**config.mk**
```make
export PLATFORM = sky130hd
export DESIGN_NAME = stun_binding_response_parser
export DESIGN_NICKNAME = d
export VERILOG_FILES = /design/src/design/stunbr_pkg.sv /design/src/design/stunbr_in_reg.sv /design/src/design/stunbr_parser.sv /design/src/design/stunbr_out_reg.sv /design/src/design/stun_binding_response_parser.sv
export SDC_FILE = /design/constraint.sdc
export NUM_CORES = 1
export LEC_CHECK = 0
export BUFFER_PORTS_ARGS = -buffer_cell sky130_fd_sc_hd__buf_4
export CORE_MARGIN = 1.5
export CORE_UTILIZATION = 53
export CTS_BUF_LIST = sky130_fd_sc_hd__clkbuf_8
export DETAILED_ROUTE_END_ITERATION = 10
export PLACE_DENSITY = 0.71
export SYNTH_ARGS = -nofsm -noshare
export SYNTH_HDL_FRONTEND = slang
export SYNTH_HIERARCHICAL = 1
export SYNTH_SLANG_ARGS = --single-unit
```
**constraint.sdc**
```tcl
create_clock -name i_clk -period 10.5 [get_ports i_clk]
set_clock_uncertainty 0.1 [all_clocks]
set_input_delay 0 -clock i_clk [delete_from_list [all_inputs] [get_ports i_clk]]
set_output_delay 0 -clock i_clk [all_outputs]
set_load 0.005 [all_outputs]
```
**src/design/stunbr_pkg.sv**
```systemverilog
// ----------------------------------------------------------------------------
// stunbr_pkg
// Shared types and constants for the STUN binding response parser: header
// layout, attribute kinds, the XOR key and the result status codes.
// ----------------------------------------------------------------------------
package stunbr_pkg;

    // message and attribute codes
    localparam logic [15:0] TYPE_BINDING_SUCCESS = 16'h0101;
    localparam logic [15:0] KIND_MAPPED          = 16'h0001;
    localparam logic [15:0] KIND_XOR_MAPPED      = 16'h0020;

    // key used to un-XOR the XOR-MAPPED-ADDRESS value
    localparam logic [15:0] XOR_PORT = 16'h2112;
    localparam logic [31:0] XOR_IP   = 32'h2112A442;

    // fixed header size in bytes
    localparam logic [15:0] HEADER_BYTES = 16'd20;

    // family value when no address attribute was loaded
    localparam logic [7:0] FAMILY_DEFAULT = 8'h01;

    // result status codes
    typedef enum logic [1:0] {
        ST_OK         = 2'd0,
        ST_WRONG_TYPE = 2'd1,
        ST_TRUNCATED  = 2'd2,
        ST_IGNORED    = 2'd3
    } t_status;

    // one received byte with its end-of-datagram mark
    typedef struct packed {
        logic [7:0] data_byte;
        logic       last_byte;
    } t_byte_item;

    // one per-packet result
    typedef struct packed {
        t_status     status;
        logic        address_found;
        logic        used_xor;
        logic [7:0]  family;
        logic [15:0] mapped_port;
        logic [31:0] mapped_ip;
        logic [31:0] cookie;
    } t_result;

endpackage

```
**src/design/stunbr_in_reg.sv**
```systemverilog
// ----------------------------------------------------------------------------
// stunbr_in_reg
// Input register: captures one datagram byte per request and holds it until
// the parser consumes it.
// ----------------------------------------------------------------------------
module stunbr_in_reg (
    input  logic                   i_clk,
    input  logic                   i_rst_n,
    input  logic                   i_valid,
    output logic                   o_ready,
    input  stunbr_pkg::t_byte_item i_item,
    input  logic                   i_advance,
    output logic                   o_valid,
    output stunbr_pkg::t_byte_item o_item
);
    import stunbr_pkg::*;

    logic       r_valid;
    t_byte_item r_item;

    // free when empty or when the held byte moves on this cycle
    assign o_ready = !r_valid || i_advance;

    // occupancy flag
    always_ff @(posedge i_clk) begin
        if (!i_rst_n) begin
            r_valid <= 1'b0;
        end else if (o_ready) begin
            r_valid <= i_valid;
        end
    end

    // payload capture
    always_ff @(posedge i_clk) begin
        if (o_ready && i_valid) begin
            r_item <= i_item;
        end
    end

    assign o_valid = r_valid;
    assign o_item  = r_item;

endmodule

```
**src/design/stunbr_parser.sv**
```systemverilog
// ----------------------------------------------------------------------------
// stunbr_parser
// Per-packet parse state. Each step consumes one byte: header fields, then
// the attribute TLV walk inside the declared length. Also forms the result
// that goes out on the last byte and resets or locks the state afterwards.
// ----------------------------------------------------------------------------
module stunbr_parser (
    input  logic                   i_clk,
    input  logic                   i_rst_n,
    input  logic                   i_step,
    input  stunbr_pkg::t_byte_item i_item,
    output stunbr_pkg::t_result    o_result
);
    import stunbr_pkg::*;

    // packet state
    logic [15:0] r_offset, n_offset;
    logic [15:0] r_type, n_type;
    logic [15:0] r_length, n_length;
    logic [16:0] r_end, n_end;
    logic [31:0] r_cookie, n_cookie;
    logic [15:0] r_attr_d, n_attr_d;
    logic [15:0] r_kind, n_kind;
    logic [15:0] r_size, n_size;
    logic [7:0]  r_family, n_family;
    logic [15:0] r_port, n_port;
    logic [31:0] r_ip, n_ip;
    logic        r_xor, n_xor;
    logic        r_seen, n_seen;
    logic        r_resolved;

    logic [7:0]  b;
    logic [7:0]  xb;
    logic [7:0]  mask;
    logic        take;
    logic        in_attr;
    logic [16:0] size_p7;
    logic [16:0] attr_end;
    logic [15:0] d;
    logic [15:0] kind_full;
    logic        is_addr;
    t_status     status;

    assign b = i_item.data_byte;

    // padded attribute extent: 4 header bytes plus value rounded up to 4
    assign size_p7  = {1'b0, r_size} + 17'd7;
    assign attr_end = {size_p7[16:2], 2'b00};

    // offset inside the current attribute, restarting at its padded end
    assign d = ({1'b0, r_attr_d} == attr_end) ? 16'd0 : r_attr_d;

    assign kind_full = {r_kind[15:8], b};
    assign is_addr   = (r_kind == KIND_MAPPED) || (r_kind == KIND_XOR_MAPPED);

    assign take    = !r_resolved && (r_offset != 16'hFFFF);
    assign in_attr = (r_offset >= HEADER_BYTES) && (r_type == TYPE_BINDING_SUCCESS)
                     && ({1'b0, r_offset} < r_end);

    // un-XOR key byte for the address value bytes
    always_comb begin
        mask = 8'h00;
        if (r_kind == KIND_XOR_MAPPED) begin
            unique case (d[3:0])
                4'd6:    mask = XOR_PORT[15:8];
                4'd7:    mask = XOR_PORT[7:0];
                4'd8:    mask = XOR_IP[31:24];
                4'd9:    mask = XOR_IP[23:16];
                4'd10:   mask = XOR_IP[15:8];
                4'd11:   mask = XOR_IP[7:0];
                default: mask = 8'h00;
            endcase
        end
    end
    assign xb = b ^ mask;

    // byte update
    always_comb begin
        n_offset = r_offset;
        n_type   = r_type;
        n_length = r_length;
        n_end    = r_end;
        n_cookie = r_cookie;
        n_attr_d = r_attr_d;
        n_kind   = r_kind;
        n_size   = r_size;
        n_family = r_family;
        n_port   = r_port;
        n_ip     = r_ip;
        n_xor    = r_xor;
        n_seen   = r_seen;
        if (take) begin
            n_offset = r_offset + 16'd1;
            priority if (r_offset == 16'd0) begin
                n_type = {b, 8'h00};
            end else if (r_offset == 16'd1) begin
                n_type = {r_type[15:8], b};
            end else if (r_offset == 16'd2) begin
                n_length = {b, 8'h00};
                n_end    = {1'b0, b, 8'h00} + {1'b0, HEADER_BYTES};
            end else if (r_offset == 16'd3) begin
                n_length = {r_length[15:8], b};
                n_end    = {1'b0, r_length[15:8], b} + {1'b0, HEADER_BYTES};
            end else if (r_offset[15:2] == 14'd1) begin
                // cookie bytes, first in the high bits
                unique case (r_offset[1:0])
                    2'd0: n_cookie[31:24] = b;
                    2'd1: n_cookie[23:16] = b;
                    2'd2: n_cookie[15:8]  = b;
                    2'd3: n_cookie[7:0]   = b;
                    default: n_cookie = r_cookie;
                endcase
            end else if (in_attr) begin
                n_attr_d = d + 16'd1;
                if (d[15:2] == 14'd0) begin
                    // attribute type and length
                    unique case (d[1:0])
                        2'd0: n_kind = {b, 8'h00};
                        2'd1: begin
                            n_kind = kind_full;
                            if (kind_full == KIND_MAPPED || kind_full == KIND_XOR_MAPPED) begin
                                n_seen = 1'b1;
                                n_xor  = (kind_full == KIND_XOR_MAPPED);
                            end
                        end
                        2'd2: n_size = {b, 8'h00};
                        2'd3: n_size = {r_size[15:8], b};
                        default: n_kind = r_kind;
                    endcase
                end else if (is_addr && d[15:4] == 12'd0) begin
                    // address value bytes
                    unique case (d[3:0])
                        4'd5:    n_family      = xb;
                        4'd6:    n_port[15:8]  = xb;
                        4'd7:    n_port[7:0]   = xb;
                        4'd8:    n_ip[31:24]   = xb;
                        4'd9:    n_ip[23:16]   = xb;
                        4'd10:   n_ip[15:8]    = xb;
                        4'd11:   n_ip[7:0]     = xb;
                        default: n_family      = r_family;
                    endcase
                end
            end else begin
                // transaction id and bytes outside the body are skipped
            end
        end
    end

    // status as seen after this byte
    always_comb begin
        priority if (r_resolved) begin
            status = ST_IGNORED;
        end else if (n_offset < 16'd2) begin
            status = ST_TRUNCATED;
        end else if (n_type != TYPE_BINDING_SUCCESS) begin
            status = ST_WRONG_TYPE;
        end else if ({1'b0, n_offset} < n_end) begin
            status = ST_TRUNCATED;
        end else begin
            status = ST_OK;
        end
    end

    assign o_result.status        = status;
    assign o_result.address_found = n_seen;
    assign o_result.used_xor      = n_xor;
    assign o_result.family        = n_family;
    assign o_result.mapped_port   = n_port;
    assign o_result.mapped_ip     = n_ip;
    assign o_result.cookie        = n_cookie;

    // state registers; a failed packet returns everything to reset values
    always_ff @(posedge i_clk) begin
        if (!i_rst_n || (i_step && i_item.last_byte
                         && (status == ST_WRONG_TYPE || status == ST_TRUNCATED))) begin
            r_offset <= '0;
            r_type   <= '0;
            r_length <= '0;
            r_end    <= {1'b0, HEADER_BYTES};
            r_cookie <= '0;
            r_attr_d <= '0;
            r_kind   <= '0;
            r_size   <= '0;
            r_family <= FAMILY_DEFAULT;
            r_port   <= '0;
            r_ip     <= '0;
            r_xor    <= 1'b0;
            r_seen   <= 1'b0;
        end else if (i_step) begin
            r_offset <= n_offset;
            r_type   <= n_type;
            r_length <= n_length;
            r_end    <= n_end;
            r_cookie <= n_cookie;
            r_attr_d <= n_attr_d;
            r_kind   <= n_kind;
            r_size   <= n_size;
            r_family <= n_family;
            r_port   <= n_port;
            r_ip     <= n_ip;
            r_xor    <= n_xor;
            r_seen   <= n_seen;
        end
    end

    // lock after the first good packet
    always_ff @(posedge i_clk) begin
        if (!i_rst_n) begin
            r_resolved <= 1'b0;
        end else if (i_step && i_item.last_byte && status == ST_OK) begin
            r_resolved <= 1'b1;
        end
    end

endmodule

```
**src/design/stunbr_out_reg.sv**
```systemverilog
// ----------------------------------------------------------------------------
// stunbr_out_reg
// Result register: holds one packet result until the downstream side takes
// it, and reloads in the same cycle the old one leaves.
// ----------------------------------------------------------------------------
module stunbr_out_reg (
    input  logic                i_clk,
    input  logic                i_rst_n,
    input  logic                i_load,
    input  stunbr_pkg::t_result i_result,
    input  logic                i_ready,
    output logic                o_free,
    output logic                o_valid,
    output stunbr_pkg::t_result o_result
);
    import stunbr_pkg::*;

    logic    r_valid;
    t_result r_result;

    assign o_free = !r_valid || i_ready;

    // occupancy flag
    always_ff @(posedge i_clk) begin
        if (!i_rst_n) begin
            r_valid <= 1'b0;
        end else if (i_load) begin
            r_valid <= 1'b1;
        end else if (i_ready) begin
            r_valid <= 1'b0;
        end
    end

    // result capture
    always_ff @(posedge i_clk) begin
        if (i_load) begin
            r_result <= i_result;
        end
    end

    assign o_valid  = r_valid;
    assign o_result = r_result;

endmodule

```
**src/design/stun_binding_response_parser.sv**
```systemverilog
// ----------------------------------------------------------------------------
// stun_binding_response_parser
// Parses a STUN binding success response fed one byte per request and
// reports the mapped IPv4 transport address and a status once per datagram.
// ----------------------------------------------------------------------------
//  channel | direction | handshake                  | payload
//  --------+-----------+----------------------------+---------------------------
//  in      | input     | i_in_valid / o_in_ready    | i_data_byte, i_last_byte
//  out     | output    | o_out_valid / i_out_ready  | o_status, o_address_found,
//          |           |                            | o_used_xor, o_family,
//          |           |                            | o_mapped_port, o_mapped_ip,
//          |           |                            | o_cookie
//
//  one byte per cycle unless a last byte waits on a full result register: input register, parse logic, result register
//  a result is loaded into the result register when its last byte leaves the input register
//  only a last byte waits on a full result register; other bytes always move
//  synchronous active-low reset clears the parse state and empties both stages
// ----------------------------------------------------------------------------
module stun_binding_response_parser (
    input  logic        i_clk,
    input  logic        i_rst_n,
    input  logic        i_in_valid,
    output logic        o_in_ready,
    input  logic [7:0]  i_data_byte,
    input  logic        i_last_byte,
    output logic        o_out_valid,
    input  logic        i_out_ready,
    output logic [1:0]  o_status,
    output logic        o_address_found,
    output logic        o_used_xor,
    output logic [7:0]  o_family,
    output logic [15:0] o_mapped_port,
    output logic [31:0] o_mapped_ip,
    output logic [31:0] o_cookie
);
    import stunbr_pkg::*;

    t_byte_item in_item;
    t_byte_item held_item;
    logic       held_valid;
    logic       out_free;
    logic       advance;
    t_result    parse_result;
    t_result    out_result;

    assign in_item.data_byte = i_data_byte;
    assign in_item.last_byte = i_last_byte;

    // a held byte moves on unless it ends a packet and the result slot is busy
    assign advance = held_valid && (!held_item.last_byte || out_free);

    // input stage
    stunbr_in_reg u_in (
        .i_clk     (i_clk),
        .i_rst_n   (i_rst_n),
        .i_valid   (i_in_valid),
        .o_ready   (o_in_ready),
        .i_item    (in_item),
        .i_advance (advance),
        .o_valid   (held_valid),
        .o_item    (held_item)
    );

    // parse state and result forming
    stunbr_parser u_parse (
        .i_clk    (i_clk),
        .i_rst_n  (i_rst_n),
        .i_step   (advance),
        .i_item   (held_item),
        .o_result (parse_result)
    );

    // result stage
    stunbr_out_reg u_out (
        .i_clk    (i_clk),
        .i_rst_n  (i_rst_n),
        .i_load   (advance && held_item.last_byte),
        .i_result (parse_result),
        .i_ready  (i_out_ready),
        .o_free   (out_free),
        .o_valid  (o_out_valid),
        .o_result (out_result)
    );

    assign o_status        = out_result.status;
    assign o_address_found = out_result.address_found;
    assign o_used_xor      = out_result.used_xor;
    assign o_family        = out_result.family;
    assign o_mapped_port   = out_result.mapped_port;
    assign o_mapped_ip     = out_result.mapped_ip;
    assign o_cookie        = out_result.cookie;

endmodule

```
==> run_results.csv <==
group,metric,value,unit
status,status,"finished, final reports clean",
yosys,synth.yosys.seq_area_share,46.98,%
floorplan,num_io_pins,107,
placed_design,dp_hpwl,24880,um
drt,vias_per_cell,5.758,
yosys,syn_nets,1606,
clocking,clock-sinks,299,
yosys,ys_seq_elements,299,
layout,nFillCells,2351,
clocking,cts-htree-levels,2,
clocking,post_cts_resized,0,
floorplan,start_util,53.76,%
sta,period_share,63.23,%
layout,drive_gt1_share,16.73,%
yosys,netlist_area,0.01489,mm^2
setup_path,path_class,"reg -> reg",
clocking,root_buffer,"clkbuf_8",
sta,finalSetupViolCount,0,
setup_path,cp.required,10830,ps
global_route,grt_pass1_wl,59130,um
floorplan,fp-row-count,61,
clocking,insertion_delay,580,ps
setup_path,crit_path_start_kind,"flip-flop",
drt,drtIter0Drc,1158,
yosys,synth_top_area_cell,"dfxtp_1",
yosys,synth_cell_types,93,
worst_hold_path,hp-class,"in -> reg",
sta,worst-slew-pin-transition,1162,ps
clocking,clockBufferDepth,3,
yosys,synth_common_cells,"nor2_1 (200), dfxtp_1 (198), nand2_1 (131), mux2i_1 (109), edfxtp_1 (101)",
sta,finalSetupTns,0,ps
yosys,synth.most_common_cell,"nor2_1",
drt,vias,11850,
yosys,async_reset_ff_share,0,%
layout,syn_to_final_growth,14.79,%
global_route,gr-total-overflow,0,
floorplan,die_h,170.6,um
power_and_ir_drop,p_per_area,149.1,mW/mm^2
placed_design,io_buffer_count,106,
sta,final_hold_viol_count,0,
layout,nets,1687,
power_and_ir_drop,p_leak,6.779,nW
yosys,synth_top_flop_cell,"dfxtp_1",
floorplan,die-area,0.02911,mm^2
placed_design,place_area,0.01587,mm^2
setup_path,crit_path_end_kind,"flip-flop",
yosys,synth_edf_count,101,
layout,final_area,0.01710,mm^2
drt,antenna_left,0,
sta,period_minus_slack,6639,ps
drt,first_pass_iters,6,
yosys,yosysTopAreaCellShare,26.62,%
global_route,grt_pass1_vias,11140,
yosys,yosys-top-cells-area,"dfxtp_1 (27%), edfxtp_1 (20%), mux2i_1 (7.3%), nor2_1 (5.0%), nand2_1 (3.3%)",
setup_path,cp_max_fo,88,
clocking,tritoncts,"built",
sta,drv_slew,0,
sta,max_clock_freq,150.6,MHz
drt,routed_wl,37630,um
floorplan,die_x,170.6,um
clocking,post_cts_buffers,0,
sta,slew_headroom,22.01,%
floorplan,floorplan.core_area,0.02771,mm^2
placed_design,place_congestion,0.9388,
drt,remaining_drc_errors,0,
global_route,antenna_found_initial,0,
yosys,postSynthCellCount,1556,
global_route,track_usage,25.67,%
setup_path,critPathArrivalTime,6970,ps
power_and_ir_drop,ir_drop,176.9,uV
layout,diodes,0,
yosys,avgSynthCellArea,9.571,um^2
sta,rsz0062_at_grt,"no",
yosys,yosysWarningCount,6,
clocking,numCtsBuffers,51,
global_route,grt_max_degree,89,
clocking,path_clk_slew,60,ps
drt,wl_per_cell,18.28,um
run,drv_cap,0,
==> power breakdown <==
part | total, mW | switching [mW] | internal [mW]
clock | 1.10 | 0.482 | 0.615
combinational | 0.219 | 0.146 | 0.0733
sequential | 1.23 | 0.0132 | 1.22
==> through the flow <==
stage          setup WS, ps  util [%]  power, mW  hold WS [ps]  std cells
2_1_floorplan          5545         -      1.386        -1.131       1556
3_3_place_gp           4156     57.27      1.466         79.21       1949
3_5_place_dp           4007     57.27      1.469         80.42       1949
4_1_cts                3981     61.71      2.570         23.09       2058
5_1_grt                3370     61.71      2.643         35.65       2058
6_report               3861     61.71      2.548         50.04       2058
==> critical path, stage by stage, from the launching register on <==
cell and delay (ps):
dfxtp_1 450, nor4_1 400, nand3_1 200, nor4_1 290, buf_4 250, and2_1 240
nand2_1 100, nor2_1 440, nand2_1 90, o21ai_0 90, ha_1 270, a21o_1 160
a21o_1 160, a21oi_1 190, o311ai_0 150, a21oi_1 220, nand3_1 110, o211ai_1 140
a211oi_1 120, ha_1 350, nand3_1 130, nand2_4 800, buf_4 810, nor2_1 120
==> final timing paths <==
path	from	depth (start not counted)	slack, ps	endpoint
worst min register to register	u_parse/r_kind[14]$_SDFFE_PP0P_	2	360	u_parse/r_kind[14]$_SDFFE_PP0P_
worst max-delay path	u_parse/r_offset[6]$_SDFFE_PP0P_	23	3860	u_parse/r_cookie[6]$_SDFFE_PP0P_
worst max register to register	u_parse/r_offset[6]$_SDFFE_PP0P_	23	3860	u_parse/r_cookie[6]$_SDFFE_PP0P_
worst min-delay path	i_data_byte[7]	2	50	u_in/o_item[8]$_DFFE_PP_
==> layer usage <==
metal	vias to the layer above	routed length [um]	track usage, %
met5	-	0	0
met4	0	1079	9.504
met3	78	2018	3.701
met2	376	17740	42.98
met1	5679	16790	33.70
li1	5716	-	-
==> flip-flops by register name, summed over array words and instances, names as in the netlist <==
register	flops
u_in/o_item	9
u_in/o_valid	1
u_out/o_result	92
u_out/o_valid	1
u_parse/r_attr_d	16
u_parse/r_cookie	32
u_parse/r_end	17
u_parse/r_family	8
u_parse/r_ip	32
u_parse/r_kind	16
u_parse/r_length	8
u_parse/r_offset	16
u_parse/r_port	16
u_parse/r_resolved	1
u_parse/r_seen	1
u_parse/r_size	16
u_parse/r_type	16
u_parse/r_xor	1
==> timing repair <==
item | in CTS | in global routing
endpoints found under the setup margin | 0 | 0
hold buffers | 13 | 0
hold endpoints to repair | 22 | 0
==> cell usage in the layout, fill, tap and decap left out, types with 10 or more instances in the layout <==
| cell | instances |
|---|---|
| xnor2_1 | 40 |
| nor4_1 | 22 |
| nand4_1 | 19 |
| nor2_1 | 200 |
| nand2_1 | 130 |
| inv_1 | 58 |
| buf_4 | 124 |
| clkbuf_8 | 62 |
| edfxtp_1 | 101 |
| o21ai_1 | 29 |
| nand3_1 | 82 |
| a21o_1 | 10 |
| a21oi_1 | 52 |
| xor2_1 | 34 |
| ha_1 | 37 |
| nor3_1 | 16 |
| and3_1 | 13 |
| dfxtp_1 | 198 |
| and2_1 | 11 |
| dlygate4sd3_1 | 13 |
| o21ai_0 | 90 |
| mux2_2 | 37 |
| a22oi_1 | 21 |
| mux2i_1 | 109 |
==> cell type report <==
class                           instances  area, um^2  share of cell area, %
Clock inverter                         34       246.5                  1.442
Clock buffer                           62       853.3                  4.991
Tap cell                              378       473.0                  2.766
Timing Repair Buffer                  137        1061                  6.206
Inverter                               38       142.6                 0.8343
Sequential cell                       299        6997                  40.93
Multi-Input combinational cell       1110        7323                  42.84
==> kinds of logic after synthesis <==
group,count (synthesis),share of synthesized area (%)
and+or+nand+nor,580,19.62
DFF,299,46.98
AOI/OAI and AO/OA,271,11.47
muxes,148,10.38
buffers and inverters,147,4.100
xor gates and xnor gates,74,4.352
adders and majority gates,37,3.108
Note: power is estimated with default switching activity, not from simulation.
